### src/rtl/lzwd_pkg.sv
// lzwd_pkg: shared types and constants of the lzw stream decompressor
// used by lzwd_ctrl, lzwd_datapath and lzw_stream_decompressor
`default_nettype none

package lzwd_pkg;

  localparam int CODE_END   = 256;
  localparam int CODE_WIDEN = 257;
  localparam int CODE_CLEAR = 258;
  localparam int CODE_FIRST = 259;
  localparam int LIT_MAX    = 255;
  localparam int MIN_WIDTH  = 9;

  typedef enum logic [1:0] {
    MODE_FEED    = 2'd0,
    MODE_FETCH   = 2'd1,
    MODE_RESTART = 2'd2,
    MODE_NONE    = 2'd3
  } mode_e;

  typedef enum logic [2:0] {
    ST_OK      = 3'd0,
    ST_END     = 3'd1,
    ST_LEN     = 3'd2,
    ST_FULL    = 3'd3,
    ST_REFUSED = 3'd4
  } status_e;

  typedef enum logic [2:0] {
    KIND_LIT   = 3'd0,
    KIND_END   = 3'd1,
    KIND_WIDEN = 3'd2,
    KIND_CLEAR = 3'd3,
    KIND_DATA  = 3'd4
  } kind_e;

  typedef struct packed {
    logic    clear_item;
    logic    restart;
    logic    shift_in;
    logic    pop_rd;
    logic    pop_done;
    logic    take_code;
    logic    walk_rd;
    logic    walk_zero;
    logic    walk_push;
    logic    walk_end;
    logic    load_out;
    status_e out_status;
  } ctrl_cmd_t;

  typedef struct packed {
    logic  ended;
    logic  empty;
    logic  len_reached;
    logic  pop_len;
    logic  have_bits;
    kind_e kind;
    logic  walk_more;
    logic  walk_valid;
    logic  dict_full;
    logic  out_busy;
  } dp_status_t;

endpackage

`default_nettype wire

### src/rtl/lzwd_ctrl.sv
// lzwd_ctrl: sequencer of the lzw decompressor
// depends on lzwd_pkg; drives lzwd_datapath through ctrl_cmd_t
`default_nettype none

module lzwd_ctrl
  import lzwd_pkg::*;
(
  input  wire logic       clk_i,
  input  wire logic       rst_ni,
  input  wire logic       s_valid_i,
  input  wire logic [1:0] s_mode_i,
  output logic            s_ready_o,
  input  wire dp_status_t sts_i,
  output ctrl_cmd_t       cmd_o
);

  typedef enum logic [5:0] {
    S_IDLE    = 6'b000001,
    S_POP     = 6'b000010,
    S_DECODE  = 6'b000100,
    S_WALK    = 6'b001000,
    S_WALK_RD = 6'b010000,
    S_DONE    = 6'b100000
  } state_e;

  state_e  state_q, state_d;
  status_e status_q, status_d;
  logic    ended_q, ended_d;
  logic    dropped_q, dropped_d;
  mode_e   mode;

  assign mode      = mode_e'(s_mode_i);
  assign s_ready_o = (state_q == S_IDLE);

  always_comb begin
    state_d   = state_q;
    status_d  = status_q;
    ended_d   = ended_q;
    dropped_d = dropped_q;
    cmd_o     = '0;
    cmd_o.out_status = status_q;
    unique case (state_q)
      S_IDLE: begin
        if (s_valid_i) begin
          cmd_o.clear_item = 1'b1;
          ended_d   = 1'b0;
          dropped_d = 1'b0;
          status_d  = ST_OK;
          state_d   = S_DONE;
          unique case (mode)
            MODE_RESTART: cmd_o.restart = 1'b1;
            MODE_FEED: begin
              if (sts_i.ended || !sts_i.empty) begin
                status_d = ST_REFUSED;
              end else if (sts_i.len_reached) begin
                status_d = ST_LEN;
              end else begin
                cmd_o.shift_in = 1'b1;
                state_d = S_DECODE;
              end
            end
            MODE_FETCH: begin
              if (sts_i.len_reached) begin
                status_d = ST_LEN;
              end else if (sts_i.empty) begin
                status_d = sts_i.ended ? ST_END : ST_OK;
              end else begin
                cmd_o.pop_rd = 1'b1;
                state_d = S_POP;
              end
            end
            default: status_d = ST_OK;
          endcase
        end
      end
      S_POP: begin
        cmd_o.pop_done = 1'b1;
        if (sts_i.pop_len) begin
          status_d = ST_LEN;
          state_d  = S_DONE;
        end else begin
          state_d = S_DECODE;
        end
      end
      S_DECODE: begin
        if (sts_i.empty && !sts_i.ended && sts_i.have_bits && !sts_i.len_reached) begin
          cmd_o.take_code = 1'b1;
          if (sts_i.kind == KIND_END) begin
            ended_d = 1'b1;
          end
          if (sts_i.kind == KIND_DATA) begin
            state_d = S_WALK;
          end
        end else begin
          status_d = ended_q ? ST_END : (dropped_q ? ST_FULL : ST_OK);
          state_d  = S_DONE;
        end
      end
      S_WALK: begin
        if (sts_i.walk_more) begin
          if (sts_i.walk_valid) begin
            cmd_o.walk_rd = 1'b1;
            state_d = S_WALK_RD;
          end else begin
            cmd_o.walk_zero = 1'b1;
          end
        end else begin
          cmd_o.walk_end = 1'b1;
          if (sts_i.dict_full) begin
            dropped_d = 1'b1;
          end
          state_d = S_DECODE;
        end
      end
      S_WALK_RD: begin
        cmd_o.walk_push = 1'b1;
        state_d = S_WALK;
      end
      S_DONE: begin
        if (!sts_i.out_busy) begin
          cmd_o.load_out = 1'b1;
          state_d = S_IDLE;
        end
      end
      default: state_d = S_IDLE;
    endcase
  end

  always_ff @(posedge clk_i or negedge rst_ni) begin
    if (!rst_ni) begin
      state_q   <= S_IDLE;
      status_q  <= ST_OK;
      ended_q   <= 1'b0;
      dropped_q <= 1'b0;
    end else begin
      state_q   <= state_d;
      status_q  <= status_d;
      ended_q   <= ended_d;
      dropped_q <= dropped_d;
    end
  end

endmodule

`default_nettype wire

### config.mk
export PLATFORM = sky130hd
export DESIGN_NAME = lzwd_ctrl
export DESIGN_NICKNAME = d
export VERILOG_FILES = /design/src/rtl/lzwd_pkg.sv /design/src/rtl/lzwd_ctrl.sv
export SDC_FILE = /design/constraint.sdc
export NUM_CORES = 1
export LEC_CHECK = 0
export BUFFER_PORTS_ARGS = -buffer_cell sky130_fd_sc_hd__buf_2
export CAP_MARGIN = 25
export CORE_MARGIN = 2
export CORE_UTILIZATION = 30
export CTS_CLUSTER_SIZE = 20
export DETAILED_ROUTE_END_ITERATION = 8
export PLACE_DENSITY = 0.54
export SETUP_SLACK_MARGIN = 0.5
export SYNTH_ARGS = -nofsm -noshare
export SYNTH_HDL_FRONTEND = slang
export SYNTH_SLANG_ARGS = --single-unit
export TNS_END_PERCENT = 100
### constraint.sdc
create_clock -name clk_i -period 2 [get_ports clk_i]
set_input_delay 0.1 -clock clk_i [delete_from_list [all_inputs] [get_ports clk_i]]
set_output_delay 0.1 -clock clk_i [all_outputs]
set_load 0.03 [all_outputs]
### After elaboration in Yosys (flattened, before gate mapping)

Cells that the tools add are included.

| word-level totals | value |
|---|---|
| flip-flop bits (word level) | 11 |
| bits in latches | 0 |
| RAM bits | 0 |
| bits in read-only memories | 0 |
| input port bits | 17 |
| output and inout port bits | 15 |
| logic and storage cells | 92 |
| memories kept | 0 |

| operators by class | value |
|---|---|
| add/subtract/negate cells | 0 |
| multiply operators | 0 |
| div/mod/pow operators | 0 |
| order comparisons | 0 |
| equal/unequal tests | 20 |
| shifts and indexed selects | 0 |
| muxes and demuxes | 53 |
| bitwise logic cells | 0 |
| reductions and logical operators | 15 |

Operators with widths:

| operator | count |
|---|---|
| $mux 6 | 11 |
| $pmux 6 s6 | 1 |
| $mux 1 | 24 |
| $ne 2x2->1 const B | 8 |
| $reduce_and 4->1 | 4 |
| $mux 3 | 5 |
| $pmux 6 s2 | 1 |
| $mux 2 | 5 |
| $pmux 3 s3 | 1 |
| $mux 4 | 2 |
| $eq 6x1->1 const B | 1 |
| $eq 6x2->1 const B | 1 |
| $eq 6x3->1 const B | 1 |
| $eq 6x4->1 const B | 1 |
| $eq 6x5->1 const B | 1 |
| $eq 6x6->1 const B | 1 |
| $ne 3x3->1 const B | 2 |
| $pmux 3 s2 | 1 |
| $pmux 1 s2 | 2 |
| $reduce_bool 2->1 | 2 |
| $eq 3x1->1 const B | 1 |
| $eq 3x3->1 const B | 1 |
| $logic_and 1x1->1 | 3 |
| $logic_not 1->1 | 3 |
| 5 further kinds | 5 |

### Longest topological paths before layout

Gate-level depths: netlist (run 1).

| depth | value |
|---|---|
| depth in word-level cells | 6 |
| mapped depth | 6 |
| mapped depth without buffers | 5 |

### Worst setup path before layout (run 1)

Ideal clock, no wire load.

| timing path | value |
|---|---|
| path type | reg-to-output |
| start point | register state_q[2] |
| end point | output port cmd_o[12] (netlist name) |
| arrival | 2.296 ns |
| required time | 1.900 ns |
| slack | -0.396 ns |
| cell stages (with the launch flop) | 7 |
| path buffers | 1 |
| cells stage by stage | dfrtp_1 > clkbuf_1 > nor4_1 > nand2b_1 > inv_1 > nand2_1 > nor3b_1 |

RTL lines:

| what | line | text |
|---|---|---|
| start: declaration | lzwd_ctrl.sv:26 | `state_e state_q, state_d;` |
| start signal: assignment | lzwd_ctrl.sv:136 | `state_q <= state_d;` |
| end: declaration | lzwd_ctrl.sv:14 | `output ctrl_cmd_t cmd_o` |

==> out/metrics.yaml, run 1 <==
power_and_ir_drop:
  p_leak_uw: 0.0008357
  total_power_of_the_final_layout_uw: 1686
  vdd_drop_max_mv: 0.9252
  power.density_mw_per_mm2: 981.0
critical_path:
  reg2reg_depth: 5
  required_ps: 1900
  cpMaxStageDelayCell: "or4_4"
  worstPathArrival_ps: 2030
  worstPathCellList: "or4_4, or4b_4, buf_6, inv_2, buf_6"
  cp-start-kind: "flip-flop"
  rr_endpoint: "state_q[5]$_DFFE_PN0P_"
  r2r_slack_ps: -100
  worstPathMaxFanout: 2
  critical_path_class: "reg -> out"
  element_type_at_the_critical_path_end: "output pin"
  most_common_cell_on_crit_path: "buf_6"
  critical_path.reg2reg.startpoint: "state_q[1]$_DFFE_PN0P_"
  max_stage_delay_ps: 520
synth:
  postSynthNetCount: 117
  yosys-top-cells-count: "dfrtp_1 (10), nor3_1 (8), nand2_1 (7)"
  synth.distinct_cells: 47
  synthArstFlopShare_pct: 100.0
  synth_top_cell_by_area: "dfrtp_1"
  syn-instance-count: 100
  synth.top_cell.area_share_pct: 28.57
  synth.yosys.seq_area_share_pct: 31.57
  synthMostInstantiatedCell: "dfrtp_1"
  ys_top_cells_by_area: "dfrtp_1 (29%), nor3_1 (4.6%), nor3b_1 (3.4%)"
  post_synth.cell_area_avg_um2: 8.758
  synth_ff_type: "dfrtp_1"
  synth_edf_count: 0
  synth-seq-cells: 11
  synthesis.area_um2: 875.8
  ys.warnings.count: 0
sta:
  worst_slew_margin_rel_pct: 74.43
  final-max-slew-violation-count: 0
  finalSetupViolCount: 4
  fmax_mhz: 469.7
  layout_setup_ws_ps: -128.9
  layout_worst_path_cycle_share_pct: 106.4
  rsz_0062_raised_after_global_routing: "yes"
  worst_clock_skew_ps: 6.091
  worstMarginPinSlew_ps: 383.5
  hold_viol_final: 0
  period_minus_slack_ps: 2129
global_route:
  grt_antenna_before_repair: 0
  maximum_number_of_pins_on_one_net_before_global_route_repair: 12
  global_route_wire_length_before_repair_um: 4629
  global_route.overflow_total: 0
  number_of_global_route_vias_before_repair: 1010
  grt_use_total_pct: 17.71
cells_and_area:
  post-route-util_pct: 62.34
  finalInstanceArea_mm2: 0.001719
  drive_gt1_share_pct: 62.50
  final_nets: 186
  num-fill-cells: 210
  insertedDiodeCount: 0
  area_growth_pct: 96.29
routing:
  total_routed_wirelength_um: 3024
  ant_nets: 0
  drt_pass1_iterations: 4
  drt_drc_violations_left: 0
  avgViaCountPerCell: 5.226
  wl_per_cell_um: 15.20
  detailroute.via_count: 1040
  drt_first_iter_violations: 22
placed_design:
  dpl.hpwl_um: 2053
  gpl.final_weighted_congestion: 0.8057
  i_o_buffers: 31
  dpl_cell_area_mm2: 0.001245
run_status:
  violations_in_the_final_reports: "negative setup slack"
  run_status: "finished with violations"
die:
  fp.dieArea_mm2: 0.003367
  row_count: 19
  top_ports: 32
  floorplan.initialDensity_pct: 31.76
  coreArea_mm2: 0.002758
  die-height_um: 58.03
  chipWidth_um: 58.03
clock_tree:
  clk_transition_reported_paths_ps: 80
  numClockSinks: 11
  ctsLongestPathBuffers: 2
  insertion_delay_ps: 280
  root_buffer: "clkbuf_4"
  cts_inserted_buffers: 3
  htreeDepth: 1
  cts_tree: "done"
hold_path:
  hold_end: "dropped_q$_DFFE_PN0P_"
  hold_class: "in -> reg"
  hold_path_depth: 2
  worstHoldStart: "sts_i[1]"
run:
  maxCapViolations: 0
## metal layers
layer / wire length [um] / vias to the layer above / global-route usage, %
met5: 0 / - / 0
met4: 51 / 0 / 6.977
met3: 88 / 6 / 1.786
met2: 1511 / 24 / 28.90
met1: 1373 / 499 / 24.09
li1: - / 511 / -
## report_power, final
part	switching, uW	total, uW	internal (uW)
sequential	26.1	299	273
combinational	570	1220	652
clock	88.4	166	77.5
total	684	1690	1000
## area by class of cell
cell class / count / area, um^2 / share of cell area (%)
multi-input cells: 78 / 754.5 / 43.89
repair buffers: 69 / 589.3 / 34.28
flip-flops and latches: 11 / 276.5 / 16.08
well taps: 31 / 38.79 / 2.256
inverters: 6 / 33.78 / 1.965
clock buffers: 4 / 26.28 / 1.528
## cells in the final DEF, fill, tap and decap left out, types with 3 or more instances in the layout
| cell type | instances |
|---|---|
| nand2b_1 | 3 |
| nor3_4 | 4 |
| or4_4 | 3 |
| nand2_1 | 4 |
| o21ai_0 | 3 |
| buf_2 | 19 |
| nor2_1 | 5 |
| buf_4 | 19 |
| buf_6 | 29 |
| nor2b_1 | 3 |
| dfrtp_1 | 10 |
| mux2_4 | 3 |
| clkbuf_4 | 3 |
## cell families (layout without fill, tap and decap cells)
group | Yosys count | count (layout) | synth area share (%)
multiplexers | 5 | 5 | 6.571
flip-flops | 11 | 11 | 31.57
buffers and inverters | 11 | 79 | 6.428
AO/OA/AOI/OAI | 19 | 19 | 16.57
XOR/XNOR | 2 | 2 | 2.000
AND/OR/NAND/NOR | 52 | 52 | 36.86
## critical path, delay by kind of cell (launching register included)
kind,cells,cell delay (ps)
buffers and inverters,3,310
DFF,1,400
and+or+nand+nor,2,1030
## state kept, by name (all words and copies together) (netlist names)
signal and flops:
dropped_q 1, status_q 3, state_q 6, ended_q 1
## how the worst max path moves through the flow
stage / start / endpoint / slack, ps / depth (start not counted)
3_5_place_dp: state_q[0]$_DFFE_PN1P_ / state_q[5]$_DFFE_PN0P_ / 40 / 4
2_1_floorplan: state_q[1]$_DFFE_PN0P_ / state_q[5]$_DFFE_PN0P_ / -80 / 5
4_1_cts: state_q[0]$_DFFE_PN1P_ / cmd_o[6] / -80 / 5
6_report: state_q[1]$_DFFE_PN0P_ / cmd_o[6] / -130 / 5
3_3_place_gp: state_q[0]$_DFFE_PN1P_ / state_q[5]$_DFFE_PN0P_ / 60 / 4
5_1_grt: state_q[1]$_DFFE_PN0P_ / cmd_o[6] / -140 / 5
## metrics by stage
stage / TNS (ps) / instances / setup WS (ps) / hold WS [ps]
3_3_place_gp: 0 / 170 / 58.02 / -15.91
6_report: -297.5 / 199 / -128.9 / 60.58
2_1_floorplan: -83.45 / 100 / -83.45 / -195.6
3_5_place_dp: 0 / 170 / 36.64 / -5.047
5_1_grt: -413.7 / 199 / -144.4 / 75.72
4_1_cts: -138.5 / 188 / -75.69 / 69.65
## timing repair
item / in CTS / in global routing
endpoints found under the hold margin: 11 / 0
buffers inserted: 13 / 11
hold buffers: 1 / 0
resized for setup: 51 / 13
endpoints found under the setup margin: 22 / 22
pin swaps: 10 / 5
No activity file was read; power rests on OpenSTA's default activity.
==> inputs of run 2 (changes only) <==
--- a/config.mk
+++ b/config.mk
@@ -8,10 +8,10 @@
 export BUFFER_PORTS_ARGS = -buffer_cell sky130_fd_sc_hd__buf_2
 export CAP_MARGIN = 25
 export CORE_MARGIN = 2
-export CORE_UTILIZATION = 30
+export CORE_UTILIZATION = 35
 export CTS_CLUSTER_SIZE = 20
 export DETAILED_ROUTE_END_ITERATION = 8
-export PLACE_DENSITY = 0.54
+export PLACE_DENSITY = 0.61
 export SETUP_SLACK_MARGIN = 0.5
 export SYNTH_ARGS = -nofsm -noshare
 export SYNTH_HDL_FRONTEND = slang
==> run 2 against run 1 <==
Against the previous run: the run still ends with negative setup slack left; clock-buffer cell count unchanged; final cell count grew 5.0%; cell area up 7.4%; sequential cell count unchanged; die area decreased by 13%; clock skew is 2.1 ps higher; sequential share of layout area shrank 1.0 points; sequential power is essentially flat; worst setup slack improved by 2.4 ps.
==> out/metrics.yaml, run 2 (same netlist as run 1, synthesis figures left out) <==
run_status:
  run_status: "finished with violations"
  violations_in_the_final_reports: "negative setup slack"
die:
  coreArea_mm2: 0.002432  # -12%
  fp.dieArea_mm2: 0.002919  # -13%
  die-height_um: 54.03  # -6.9%
  floorplan.initialDensity_pct: 36.01  # +4.2 points
  top_ports: 32  # unchanged
  row_count: 18  # -1
  chipWidth_um: 54.03  # -6.9%
sta:
  worst_clock_skew_ps: 8.195  # +2.104 ps
  worstMarginPinSlew_ps: 464.1  # +80.62 ps
  hold_viol_final: 0  # unchanged
  period_minus_slack_ps: 2127  # -2.382 ps
  worst_slew_margin_rel_pct: 69.06  # -5.4 points
  final-max-slew-violation-count: 0  # unchanged
  hold-worst-slack_ps: 63.02  # +2.442 ps
  layout_setup_ws_ps: -126.5  # +2.382 ps
  finalSetupViolCount: 8  # +4
  fin_setup_tns_ps: -377.5  # -80.02 ps
  layout_worst_path_cycle_share_pct: 106.3  # -0.12 points
  fmax_mhz: 470.3  # +0.11%
  rsz_0062_raised_after_global_routing: "yes"
clock_tree:
  ctsLongestPathBuffers: 2  # unchanged
  clk_transition_reported_paths_ps: 80  # about the same
  root_buffer: "clkbuf_4"
  cts_tree: "done"
  numClockSinks: 11  # unchanged
  htreeDepth: 1  # unchanged
  cts_inserted_buffers: 3  # unchanged
  insertion_delay_ps: 300  # +20 ps
cells_and_area:
  final_nets: 197  # +5.9%
  number_of_flip_flops_in_the_largest_register: 6  # unchanged
  insertedDiodeCount: 0  # unchanged
  most-common-layout-cells: "buf_4 (32), buf_6 (26), buf_2 (19)"
  drive_gt1_share_pct: 68.16  # +5.7 points
  area_growth_pct: 110.7
  largest_registers: "state_q: 6 flops, status_q: 3 flops"
  leading_cell_type_in_the_layout_fill_and_taps_excluded: "buf_4"
  regMostFlops: "state_q"
placed_design:
  i_o_buffers: 31  # unchanged
  gpl.final_weighted_congestion: 0.8460  # +5.0%
  dpl.hpwl_um: 2054  # about the same
routing:
  wl_per_cell_um: 20.05  # +32%
  total_routed_wirelength_um: 4190  # +39%
  drt_pass1_iterations: 4  # unchanged
  avgViaCountPerCell: 5.880  # +13%
  ant_nets: 0  # unchanged
  detailroute.via_count: 1229  # +18%
  drt_first_iter_violations: 37  # +68%
  drt_drc_violations_left: 0  # unchanged
critical_path:
  worstPathArrival_ps: 2030  # about the same
  critical_path.reg2reg.startpoint: "state_q[0]$_DFFE_PN1P_"
  reg2reg_depth: 5  # unchanged
  cp-start-kind: "flip-flop"
  r2r_slack_ps: -130  # -30 ps
  rr_endpoint: "state_q[5]$_DFFE_PN0P_"
  element_type_at_the_critical_path_end: "output pin"
  critical_path_class: "reg -> out"
  required_ps: 1900  # about the same
  worstPathMaxFanout: 2  # unchanged
  critPathLaunch: "state_q[0]$_DFFE_PN1P_"
hold_path:
  hold_end: "dropped_q$_DFFE_PN0P_"
  worstHoldStart: "sts_i[1]"
  hold_path_depth: 2  # unchanged
  hold_class: "in -> reg"
global_route:
  global_route.overflow_total: 0  # unchanged
  grt_use_total_pct: 28.46  # +11 points
  number_of_global_route_vias_before_repair: 1152  # +14%
  maximum_number_of_pins_on_one_net_before_global_route_repair: 12  # unchanged
  grt_antenna_before_repair: 0  # unchanged
  global_route_wire_length_before_repair_um: 5671  # +23%
power_and_ir_drop:
  vdd_drop_max_mv: 0.6754  # -27%
  power.density_mw_per_mm2: 913.9  # -6.8%
  total_power_of_the_final_layout_uw: 1687  # about the same
  p_leak_uw: 0.0009030  # +8.1%
run:
  maxCapViolations: 0  # unchanged
run 2: cell types whose count changed in the layout (fill, tap and decap cells not counted), sizes merged:
cell  previous run  this run
buf             68        79
run 2: worst max-delay path: stages, from the launching register on:
cell     delay [ps]
dfstp_2         380
or4_4           520
or4b_4          520
buf_6           140
inv_2            40
buf_6           120
run 2: repair_timing:
action                                  CTS  global route
setup buffers                            25            11
hold buffers                              1             0
resized for setup                        58            14
hold endpoints to repair                 11             0
pin swaps                                11             7
endpoints found under the setup margin   22            23
run 2: layout make-up:
class                           count  area [um^2]
Timing Repair Buffer               80        673.1
Inverter                            6        33.78
Multi-Input combinational cell     78        797.0
Fill cell                         145        586.8
Tap cell                           30        37.54
Sequential cell                    11        277.8
Clock buffer                        4        26.28
run 2: through the flow:
stage / setup slack (ps) / instances / cell area [um^2] / utilization [%]
after floorplan: -83.45 / 100 / 1005 / -
after global placement: 44.77 / 168 / 1236 / 50.82
after detailed placement: 13.33 / 168 / 1236 / 50.82
after CTS: -89.48 / 198 / 1685 / 69.29
after global routing: -178.8 / 209 / 1846 / 75.87
final: -126.5 / 209 / 1846 / 75.87
run 2: worst max-delay path by stage:
| stage | slack [ps] | cells after the start | end |
|---|---|---|---|
| after floorplan | -80 | 5 | state_q[5]$_DFFE_PN0P_ |
| after global placement | 40 | 4 | state_q[5]$_DFFE_PN0P_ |
| after detailed placement | 10 | 4 | state_q[5]$_DFFE_PN0P_ |
| after CTS | -90 | 5 | state_q[5]$_DFFE_PN0P_ |
| after global routing | -180 | 5 | cmd_o[6] |
| final | -130 | 5 | cmd_o[6] |
run 2: routing by layer:
layer	vias up	routed length, um	track usage (%)
met5	-	0	0
met4	0	155	16.25
met3	16	285	6.111
met2	66	2017	45.12
met1	615	1731	35.47
li1	532	-	-
run 2: power by group:
group          internal (uW)  total, uW  switching, uW  leakage, uW
Combinational            603       1210            605     0.000744
Clock                   78.0        177           98.6    0.0000150
Sequential               273        302           29.3     0.000144
